==> src/hdl/qse_pkg.sv <==
// Package for the quicksort engine: word types and sequencer states.
// No dependencies; imported by the core and by its checker.
package qse_pkg;

    typedef struct packed {
        logic signed [31:0] value;
        logic               is_last;
    } t_in_word;

    typedef struct packed {
        logic signed [31:0] sorted_value;
        logic               end_of_run;
    } t_out_word;

    typedef enum logic [3:0] {
        ST_LOAD,
        ST_POP,
        ST_POP_WAIT,
        ST_PIVOT,
        ST_LCHK,
        ST_LCMP,
        ST_RCMP,
        ST_SWAP2,
        ST_FIN_RD,
        ST_FIN_CMP,
        ST_FIN_SW2,
        ST_PUSH1,
        ST_PUSH2,
        ST_OUT_RD,
        ST_OUT_WAIT,
        ST_OUT_HOLD
    } t_state;

endpackage

==> src/hdl/qse_ram.sv <==
// Generic simple dual-port RAM with one write port and a registered read port.
// No dependencies; used for the element store and the range stack.
module qse_ram #(
    parameter int WIDTH = 32,
    parameter int DEPTH = 64,
    localparam int AW = (DEPTH > 1) ? $clog2(DEPTH) : 1
) (
    input  logic             i_clk,
    input  logic             i_we,
    input  logic [AW-1:0]    i_waddr,
    input  logic [WIDTH-1:0] i_wdata,
    input  logic [AW-1:0]    i_raddr,
    output logic [WIDTH-1:0] o_rdata
);

    logic [WIDTH-1:0] r_mem [DEPTH];
    logic [WIDTH-1:0] r_rdata;

    always_ff @(posedge i_clk) begin
        if (i_we) begin
            r_mem[i_waddr] <= i_wdata;
        end
        r_rdata <= r_mem[i_raddr];
    end

    assign o_rdata = r_rdata;

endmodule

==> src/hdl/quicksort_engine_core.sv <==
// Quicksort engine top level: loads a batch, sorts it in place, streams it out.
// Depends on qse_pkg and qse_ram.
// Load: one word per cycle. Sort: one shared signed comparator on a single-read
// element RAM; the sequencer steps through scan compares, swaps and subrange
// pops and pushes. Output: each word is read, registered and held until taken.
// Reset (synchronous, active low) clears the sequencer, element count, stack
// pointer and output valid; the RAMs are not cleared.
module quicksort_engine_core
    import qse_pkg::*;
#(
    parameter int MAX_ELEMENTS = 64
) (
    input  logic      i_clk,
    input  logic      i_rst_n,
    input  logic      i_in_valid,
    output logic      o_in_ready,
    input  t_in_word  i_in_word,
    output logic      o_out_valid,
    input  logic      i_out_ready,
    output t_out_word o_out_word
);

    localparam int IDX_W = $clog2(MAX_ELEMENTS);
    localparam int CNT_W = $clog2(MAX_ELEMENTS + 1);
    localparam int ENT_W = 2 * IDX_W;
    localparam logic [CNT_W-1:0] CNT_MAX = CNT_W'(MAX_ELEMENTS);
    localparam logic [CNT_W-1:0] CNT_ONE = CNT_W'(1);

    t_state             r_state, n_state;
    logic [CNT_W-1:0]   r_count;
    logic [CNT_W-1:0]   r_sp;
    logic               r_out_valid;
    t_out_word          r_out_word;
    logic [IDX_W-1:0]   r_s, r_e, r_l, r_r;
    logic signed [31:0] r_pivot;
    logic signed [31:0] r_hold;

    logic               st_we;
    logic [IDX_W-1:0]   st_waddr, st_raddr;
    logic [31:0]        st_wdata;
    logic signed [31:0] st_rdata;
    logic               sk_we;
    logic [IDX_W-1:0]   sk_waddr, sk_raddr;
    logic [ENT_W-1:0]   sk_wdata, sk_rdata;

    logic               in_fire, load_room, rd_lt, pop_ok, is_end;
    logic [CNT_W-1:0]   load_n, l_ext, l_inc, s_inc, e_ext, r_ext;
    logic [IDX_W-1:0]   ent_s, ent_e;

    qse_ram #(.WIDTH(32), .DEPTH(MAX_ELEMENTS)) u_store (
        .i_clk  (i_clk),
        .i_we   (st_we),
        .i_waddr(st_waddr),
        .i_wdata(st_wdata),
        .i_raddr(st_raddr),
        .o_rdata(st_rdata)
    );

    qse_ram #(.WIDTH(ENT_W), .DEPTH(MAX_ELEMENTS)) u_stack (
        .i_clk  (i_clk),
        .i_we   (sk_we),
        .i_waddr(sk_waddr),
        .i_wdata(sk_wdata),
        .i_raddr(sk_raddr),
        .o_rdata(sk_rdata)
    );

    assign in_fire   = i_in_valid && o_in_ready;
    assign load_room = r_count < CNT_MAX;
    assign load_n    = load_room ? r_count + CNT_ONE : r_count;
    assign rd_lt     = st_rdata < r_pivot;
    assign l_ext     = CNT_W'(r_l);
    assign l_inc     = l_ext + CNT_ONE;
    assign s_inc     = CNT_W'(r_s) + CNT_ONE;
    assign e_ext     = CNT_W'(r_e);
    assign r_ext     = CNT_W'(r_r);
    assign ent_s     = sk_rdata[ENT_W-1:IDX_W];
    assign ent_e     = sk_rdata[IDX_W-1:0];
    assign pop_ok    = (ent_s < ent_e) && (CNT_W'(ent_e) < r_count);
    assign is_end    = l_inc == r_count;

    always_comb begin
        n_state = r_state;
        case (r_state)
            ST_LOAD: begin
                if (in_fire && i_in_word.is_last) begin
                    n_state = (load_n > CNT_ONE) ? ST_POP : ST_OUT_RD;
                end
            end
            ST_POP:      n_state = (r_sp == '0) ? ST_OUT_RD : ST_POP_WAIT;
            ST_POP_WAIT: n_state = pop_ok ? ST_PIVOT : ST_POP;
            ST_PIVOT:    n_state = ST_LCHK;
            ST_LCHK:     n_state = (r_l < r_r) ? ST_LCMP : ST_FIN_RD;
            ST_LCMP: begin
                if (rd_lt) begin
                    n_state = (l_inc < r_ext) ? ST_LCMP : ST_FIN_RD;
                end else begin
                    n_state = ST_RCMP;
                end
            end
            ST_RCMP: begin
                if (!rd_lt) begin
                    n_state = (l_inc < r_ext) ? ST_RCMP : ST_FIN_RD;
                end else begin
                    n_state = ST_SWAP2;
                end
            end
            ST_SWAP2:    n_state = ST_LCHK;
            ST_FIN_RD:   n_state = ST_FIN_CMP;
            ST_FIN_CMP:  n_state = rd_lt ? ST_PUSH1 : ST_FIN_SW2;
            ST_FIN_SW2:  n_state = ST_PUSH1;
            ST_PUSH1:    n_state = ST_PUSH2;
            ST_PUSH2:    n_state = ST_POP;
            ST_OUT_RD:   n_state = ST_OUT_WAIT;
            ST_OUT_WAIT: n_state = ST_OUT_HOLD;
            ST_OUT_HOLD: begin
                if (i_out_ready) begin
                    n_state = r_out_word.end_of_run ? ST_LOAD : ST_OUT_RD;
                end
            end
            default:     n_state = ST_LOAD;
        endcase
    end

    always_comb begin
        o_in_ready = 1'b0;
        st_we      = 1'b0;
        st_waddr   = r_l;
        st_wdata   = r_hold;
        st_raddr   = r_l;
        sk_we      = 1'b0;
        sk_waddr   = r_sp[IDX_W-1:0];
        sk_wdata   = {r_s, r_e};
        sk_raddr   = r_sp[IDX_W-1:0];
        case (r_state)
            ST_LOAD: begin
                o_in_ready = 1'b1;
                st_we      = in_fire && load_room;
                st_waddr   = r_count[IDX_W-1:0];
                st_wdata   = i_in_word.value;
                sk_we      = in_fire && i_in_word.is_last && (load_n > CNT_ONE);
                sk_wdata   = {IDX_W'(0), IDX_W'(load_n - CNT_ONE)};
            end
            ST_POP:      sk_raddr = IDX_W'(r_sp - CNT_ONE);
            ST_POP_WAIT: st_raddr = ent_e;
            ST_LCHK:     st_raddr = r_l;
            ST_LCMP:     st_raddr = rd_lt ? IDX_W'(l_inc) : r_r;
            ST_RCMP: begin
                if (!rd_lt) begin
                    st_raddr = IDX_W'(r_ext - CNT_ONE);
                end else begin
                    st_we    = 1'b1;
                    st_waddr = r_l;
                    st_wdata = st_rdata;
                end
            end
            ST_SWAP2: begin
                st_we    = 1'b1;
                st_waddr = r_r;
                st_wdata = r_hold;
            end
            ST_FIN_RD:   st_raddr = r_l;
            ST_FIN_CMP: begin
                st_we    = !rd_lt;
                st_waddr = r_l;
                st_wdata = r_pivot;
            end
            ST_FIN_SW2: begin
                st_we    = 1'b1;
                st_waddr = r_e;
                st_wdata = r_hold;
            end
            ST_PUSH1: begin
                sk_we    = l_ext > s_inc;
                sk_wdata = {r_s, IDX_W'(l_ext - CNT_ONE)};
            end
            ST_PUSH2: begin
                sk_we    = e_ext > l_inc;
                sk_wdata = {IDX_W'(l_inc), r_e};
            end
            ST_OUT_RD:   st_raddr = r_l;
            default: begin
                st_we = 1'b0;
            end
        endcase
    end

    always_ff @(posedge i_clk) begin
        if (!i_rst_n) begin
            r_state     <= ST_LOAD;
            r_count     <= '0;
            r_sp        <= '0;
            r_out_valid <= 1'b0;
        end else begin
            r_state <= n_state;
            case (r_state)
                ST_LOAD: begin
                    if (in_fire) begin
                        r_count <= load_n;
                        if (i_in_word.is_last && (load_n > CNT_ONE)) begin
                            r_sp <= r_sp + CNT_ONE;
                        end
                    end
                end
                ST_POP: begin
                    if (r_sp != '0) begin
                        r_sp <= r_sp - CNT_ONE;
                    end
                end
                ST_PUSH1: begin
                    if (l_ext > s_inc) begin
                        r_sp <= r_sp + CNT_ONE;
                    end
                end
                ST_PUSH2: begin
                    if (e_ext > l_inc) begin
                        r_sp <= r_sp + CNT_ONE;
                    end
                end
                ST_OUT_WAIT: r_out_valid <= 1'b1;
                ST_OUT_HOLD: begin
                    if (i_out_ready) begin
                        r_out_valid <= 1'b0;
                        if (r_out_word.end_of_run) begin
                            r_count <= '0;
                        end
                    end
                end
                default: begin
                    r_out_valid <= r_out_valid;
                end
            endcase
        end
    end

    always_ff @(posedge i_clk) begin
        case (r_state)
            ST_LOAD: begin
                if (in_fire && i_in_word.is_last) begin
                    r_l <= '0;
                end
            end
            ST_POP: begin
                if (r_sp == '0) begin
                    r_l <= '0;
                end
            end
            ST_POP_WAIT: begin
                r_s <= ent_s;
                r_e <= ent_e;
                r_l <= ent_s;
                r_r <= ent_e - IDX_W'(1);
            end
            ST_PIVOT: r_pivot <= st_rdata;
            ST_LCMP: begin
                if (rd_lt) begin
                    r_l <= IDX_W'(l_inc);
                end else begin
                    r_hold <= st_rdata;
                end
            end
            ST_RCMP: begin
                if (!rd_lt) begin
                    r_r <= r_r - IDX_W'(1);
                end
            end
            ST_FIN_CMP: begin
                if (rd_lt) begin
                    r_l <= IDX_W'(l_inc);
                end else begin
                    r_hold <= st_rdata;
                end
            end
            ST_OUT_WAIT: begin
                r_out_word.sorted_value <= st_rdata;
                r_out_word.end_of_run   <= is_end;
            end
            ST_OUT_HOLD: begin
                if (i_out_ready && !r_out_word.end_of_run) begin
                    r_l <= r_l + IDX_W'(1);
                end
            end
            default: begin
                r_hold <= r_hold;
            end
        endcase
    end

    assign o_out_valid = r_out_valid;
    assign o_out_word  = r_out_word;

endmodule

==> config.mk <==
export PLATFORM = sky130hd
export DESIGN_NAME = quicksort_engine_core
export DESIGN_NICKNAME = d
export VERILOG_FILES = /design/src/hdl/qse_pkg.sv /design/src/hdl/qse_ram.sv /design/src/hdl/quicksort_engine_core.sv
export SDC_FILE = /design/constraint.sdc
export NUM_CORES = 2
export LEC_CHECK = 0
export BUFFER_PORTS_ARGS = -buffer_cell sky130_fd_sc_hd__buf_2
export CAP_MARGIN = 20
export CORE_ASPECT_RATIO = 1.4
export CORE_MARGIN = 1.5
export CORE_UTILIZATION = 35
export CTS_CLUSTER_SIZE = 40
export DETAILED_ROUTE_END_ITERATION = 6
export SYNTH_ARGS = -nofsm -noshare
export SYNTH_HDL_FRONTEND = slang
export SYNTH_HIERARCHICAL = 1
export SYNTH_SLANG_ARGS = --single-unit
==> constraint.sdc <==
create_clock -name i_clk -period 10.6 [get_ports i_clk]
set_input_delay 1.06 -clock i_clk [delete_from_list [all_inputs] [get_ports i_clk]]
set_output_delay 1.06 -clock i_clk [all_outputs]
set_load 0.01 [all_outputs]
==> flow_summary.ini <==
[worst_setup_path]
crit_chain = ha_1, a21oi_1, o21ai_0, nor4_2, o211ai_1, o21ai_4, mux2i_1, a2bb2oi_4, buf_12, buf_4, mux4_2, mux4_2, o22ai_1, nor2_1
cp_slowest_cell = a2bb2oi_4
r2r_cells = 14
endpoint_kind = flop
arrival_ns = 7.70
start_kind = flop
crit_cells = 14
critPathTopFamily = compound AO/OA/AOI/OAI gates
r2r-end = u_store/o_rdata[30]
cpMostUsedCell = mux4_2
critPathMaxStageDelay_ns = 0.85
r2r_start = u_store/o_rdata[25]
reg2reg_slack_ns = 3.61
crit_fanout = 45
path_buf_inv = 2
required_ns = 11.31
critPathKind = flop to flop
critical_path.startpoint = u_store/o_rdata[25]

[yosys]
synth.avg_cell_area_um2 = 21.16
ys_async_sr_fraction_pct = 0
synth_flop_cell = edfxtp_1
syn_nets = 5649
postSynthCellCount = 5539
synth_area_leader_cell = edfxtp_1
yosys_warnings = 6
synth_edf_count = 2937
yosysTopAreaCellShare_pct = 75.26
ys_ff_latch = 3000
yosysUniqueCellTypes = 78
synth.area.top_cells = edfxtp_1 (75%), mux4_2 (14%), mux2i_1 (1.1%)
yosysSeqAreaShare_pct = 76.34
netlist_area_um2 = 117200

[global_routing]
grt.busiest_layer = met2
antenna_found_initial = 19
grt_pass1_vias = 60530
met3_usage_pct = 2.844
use_met1_pct = 23.09
grt_max_degree = 107
grt_usage_pct = 19.06
grt.overflow.total = 0
grt_pass1_wl_um = 460400
met2_usage_pct = 33.25

[finish]
syn_to_final_growth_pct = 14.22
n_fill_cell = 29320
final_net_count = 5980
drive_above_1_share_pct = 26.52
final_util_pct = 40.13
instances_no_fill = 10530

[flow_run]
drv_cap = 0

[placement]
port_buffers = 71
dp.cells = 9988
place.gp.congestion = 0.8826
dp_hpwl_um = 192600

[worst_hold_path]
whs_endpoint = r_sp[6]
hp-start = r_sp[6]
hold_depth = 2
hp-class = flop to flop

[floorplanning]
fp.dieW_um = 492.0
die_h_um = 687.7
io_pins = 72
core_um2 = 333500
die-area_um2 = 338300
rows = 251
initial_core_util_pct = 35.14

[sta]
fmax_mhz = 143.1
holdWs_ns = 0.4863
rsz0062_at_grt = false
fin_crit_sh_pct = 65.94
hold_viol_final = 0
max-slew-margin-rel_pct = 19.36
tns_ns = 0
setup_viol = 0
finClkSkew_ns = 0.09290
final.min_clock_period_ns = 6.989
tightest_slew_ns = 1.205
drv_slew = 0

[cts]
post-cts-setup-buffer-count = 0
cts_resized = 0
clock_sinks = 3000
clkTransAtPathRegs_ns = 0.06
cts_tree = done
clk_latency_ns = 0.89
ctsHoldBuffers = 0
cts.path.max_buffers = 4
cts-root-buf = clkbuf_16
ctsHtreeMaxLevel = 5
numCtsBuffers = 305

[drt]
wl_per_cell_um = 31.27
dr.first_iter.drc_count = 7168
firstDrtPassIters = 7
drc = 40
drt-vias-per-instance = 5.638
drt-total-wl_um = 329400
ant_nets = 0
dr_total_vias = 59390

[power]
ir_drop_mv = 0.2720
leakage_nw = 41.43
power.total_mw = 44.64
cellPowerDensity_nw_per_um2 = 333.5

[run_status]
outcome = complete, but fails checks
failed_checks = design-rule violations
[kinds of logic after synthesis]
| logic type | Yosys count | synth area share (%) |
|---|---|---|
| AND/OR/NAND/NOR | 626 | 2.446 |
| flip-flops | 3000 | 76.34 |
| adder cells (fa/ha/maj) | 73 | 0.7794 |
| multiplexers | 876 | 15.35 |
| XOR/XNOR | 40 | 0.2990 |
| buffers and inverters | 368 | 1.519 |
| AO/OA/AOI/OAI | 556 | 3.271 |
[layout by cell type, fill, tap and decap left out, types with 11 or more instances in the layout]
| cell type | synthesis | layout |
|---|---|---|
| a221o_2 | 0 | 31 |
| clkinv_1 | 2 | 56 |
| buf_2 | 82 | 72 |
| inv_1 | 74 | 73 |
| nor2b_1 | 36 | 36 |
| clkinv_2 | 0 | 53 |
| nand4_1 | 17 | 17 |
| a31oi_1 | 15 | 14 |
| o211ai_1 | 11 | 11 |
| nand3_1 | 41 | 40 |
| o22ai_1 | 116 | 116 |
| a21oi_1 | 111 | 106 |
| dfxtp_1 | 63 | 63 |
| nand2b_1 | 37 | 36 |
| ha_1 | 73 | 72 |
| clkbuf_1 | 126 | 66 |
| clkbuf_16 | 0 | 315 |
| nor3_1 | 31 | 29 |
| a311oi_1 | 14 | 14 |
| buf_4 | 37 | 214 |
| mux4_2 | 736 | 736 |
| o21ai_0 | 78 | 74 |
| buf_6 | 21 | 14 |
| xnor2_1 | 31 | 28 |
| edfxtp_1 | 2937 | 2937 |
| nor2_4 | 1 | 66 |
| nor2_1 | 261 | 195 |
| a21o_1 | 11 | 11 |
| a211oi_1 | 18 | 18 |
| nand2_1 | 149 | 149 |
| o221ai_1 | 45 | 45 |
| bufinv_16 | 0 | 13 |
| mux2i_1 | 132 | 132 |
| a22oi_1 | 29 | 29 |
| buf_12 | 0 | 15 |
| clkbuf_8 | 0 | 11 |
[how the worst max path moves through the flow]
stage	endpoint	slack [ns]
6_report	u_store/o_rdata[30]	3.61
5_1_grt	u_store/o_rdata[30]	3.32
4_1_cts	u_store/o_rdata[1]	3.71
3_5_place_dp	u_store/o_rdata[1]	3.79
3_3_place_gp	u_store/o_rdata[1]	3.88
2_1_floorplan	u_store/r_mem[48][0]	5.57
[layout make-up]
cell class / count / area (µm²) / area share [%]
Timing Repair Buffer: 316 / 2452 / 1.832
Antenna cell: 7 / 17.52 / 0.01309
Sequential cell: 3000 / 89460 / 66.83
Tap cell: 4427 / 5539 / 4.138
Multi-Input combinational cell: 2171 / 26700 / 19.95
Inverter: 76 / 285.3 / 0.2131
Clock inverter: 145 / 1115 / 0.8329
Clock buffer: 392 / 8282 / 6.187
[report_power, final]
part | switching, mW | internal [mW]
Sequential | 0.457 | 16.2
Combinational | 11.6 | 6.06
Clock | 4.45 | 5.84
Total | 16.5 | 28.1
[worst reg2reg max path, stage by stage, from the launching register on]
cell and delay, ns:
dfxtp_1 0.64, ha_1 0.35, a21oi_1 0.16, o21ai_0 0.18
nor4_2 0.50, o211ai_1 0.31, o21ai_4 0.46, mux2i_1 0.20
a2bb2oi_4 0.85, buf_12 0.38, buf_4 0.77, mux4_2 0.62
mux4_2 0.62, o22ai_1 0.62, nor2_1 0.15
[per-stage QoR]
step | worst slack (ns) | area [µm²]
CTS | 3.706 | 133800
floorplan | 5.566 | 117200
global route | 3.322 | 133800
detailed placement | 3.789 | 124400
global placement | 3.882 | 124100
finish | 3.611 | 133800
[routing by layer]
layer  wire [µm]  vias up
met3       23970      641
met4       17910        4
met2      169200     2851
li1            -    23900
met5          23        -
met1      118300    32000
[registers in the layout, summed over array words and instances (netlist names)]
register and cells:
r_hold 32, r_l 6, r_pivot 32, r_count 7
o_out_word 33, u_store/o_rdata 32, u_stack/o_rdata 12, r_s 6
r_state 4, u_stack/r_mem 768, r_e 6, u_store/r_mem 2048
r_r 6, o_out_valid 1, r_sp 7
[Yosys cell counts, drive strengths merged, types with 15 or more instances]
cell,count
o21ai,80
nand2b,38
o22ai,117
dfxtp,63
a31oi,15
xnor2,31
a211oi,18
nor3,31
a221o,35
clkbuf,126
buf,166
mux2i,132
o221ai,45
mux4,736
nor2,262
a21oi,112
inv,74
nor2b,36
nand3,41
nand4,17
ha,73
nand2,149
edfxtp,2937
a22oi,29
Power figures use the tool's default switching activity.
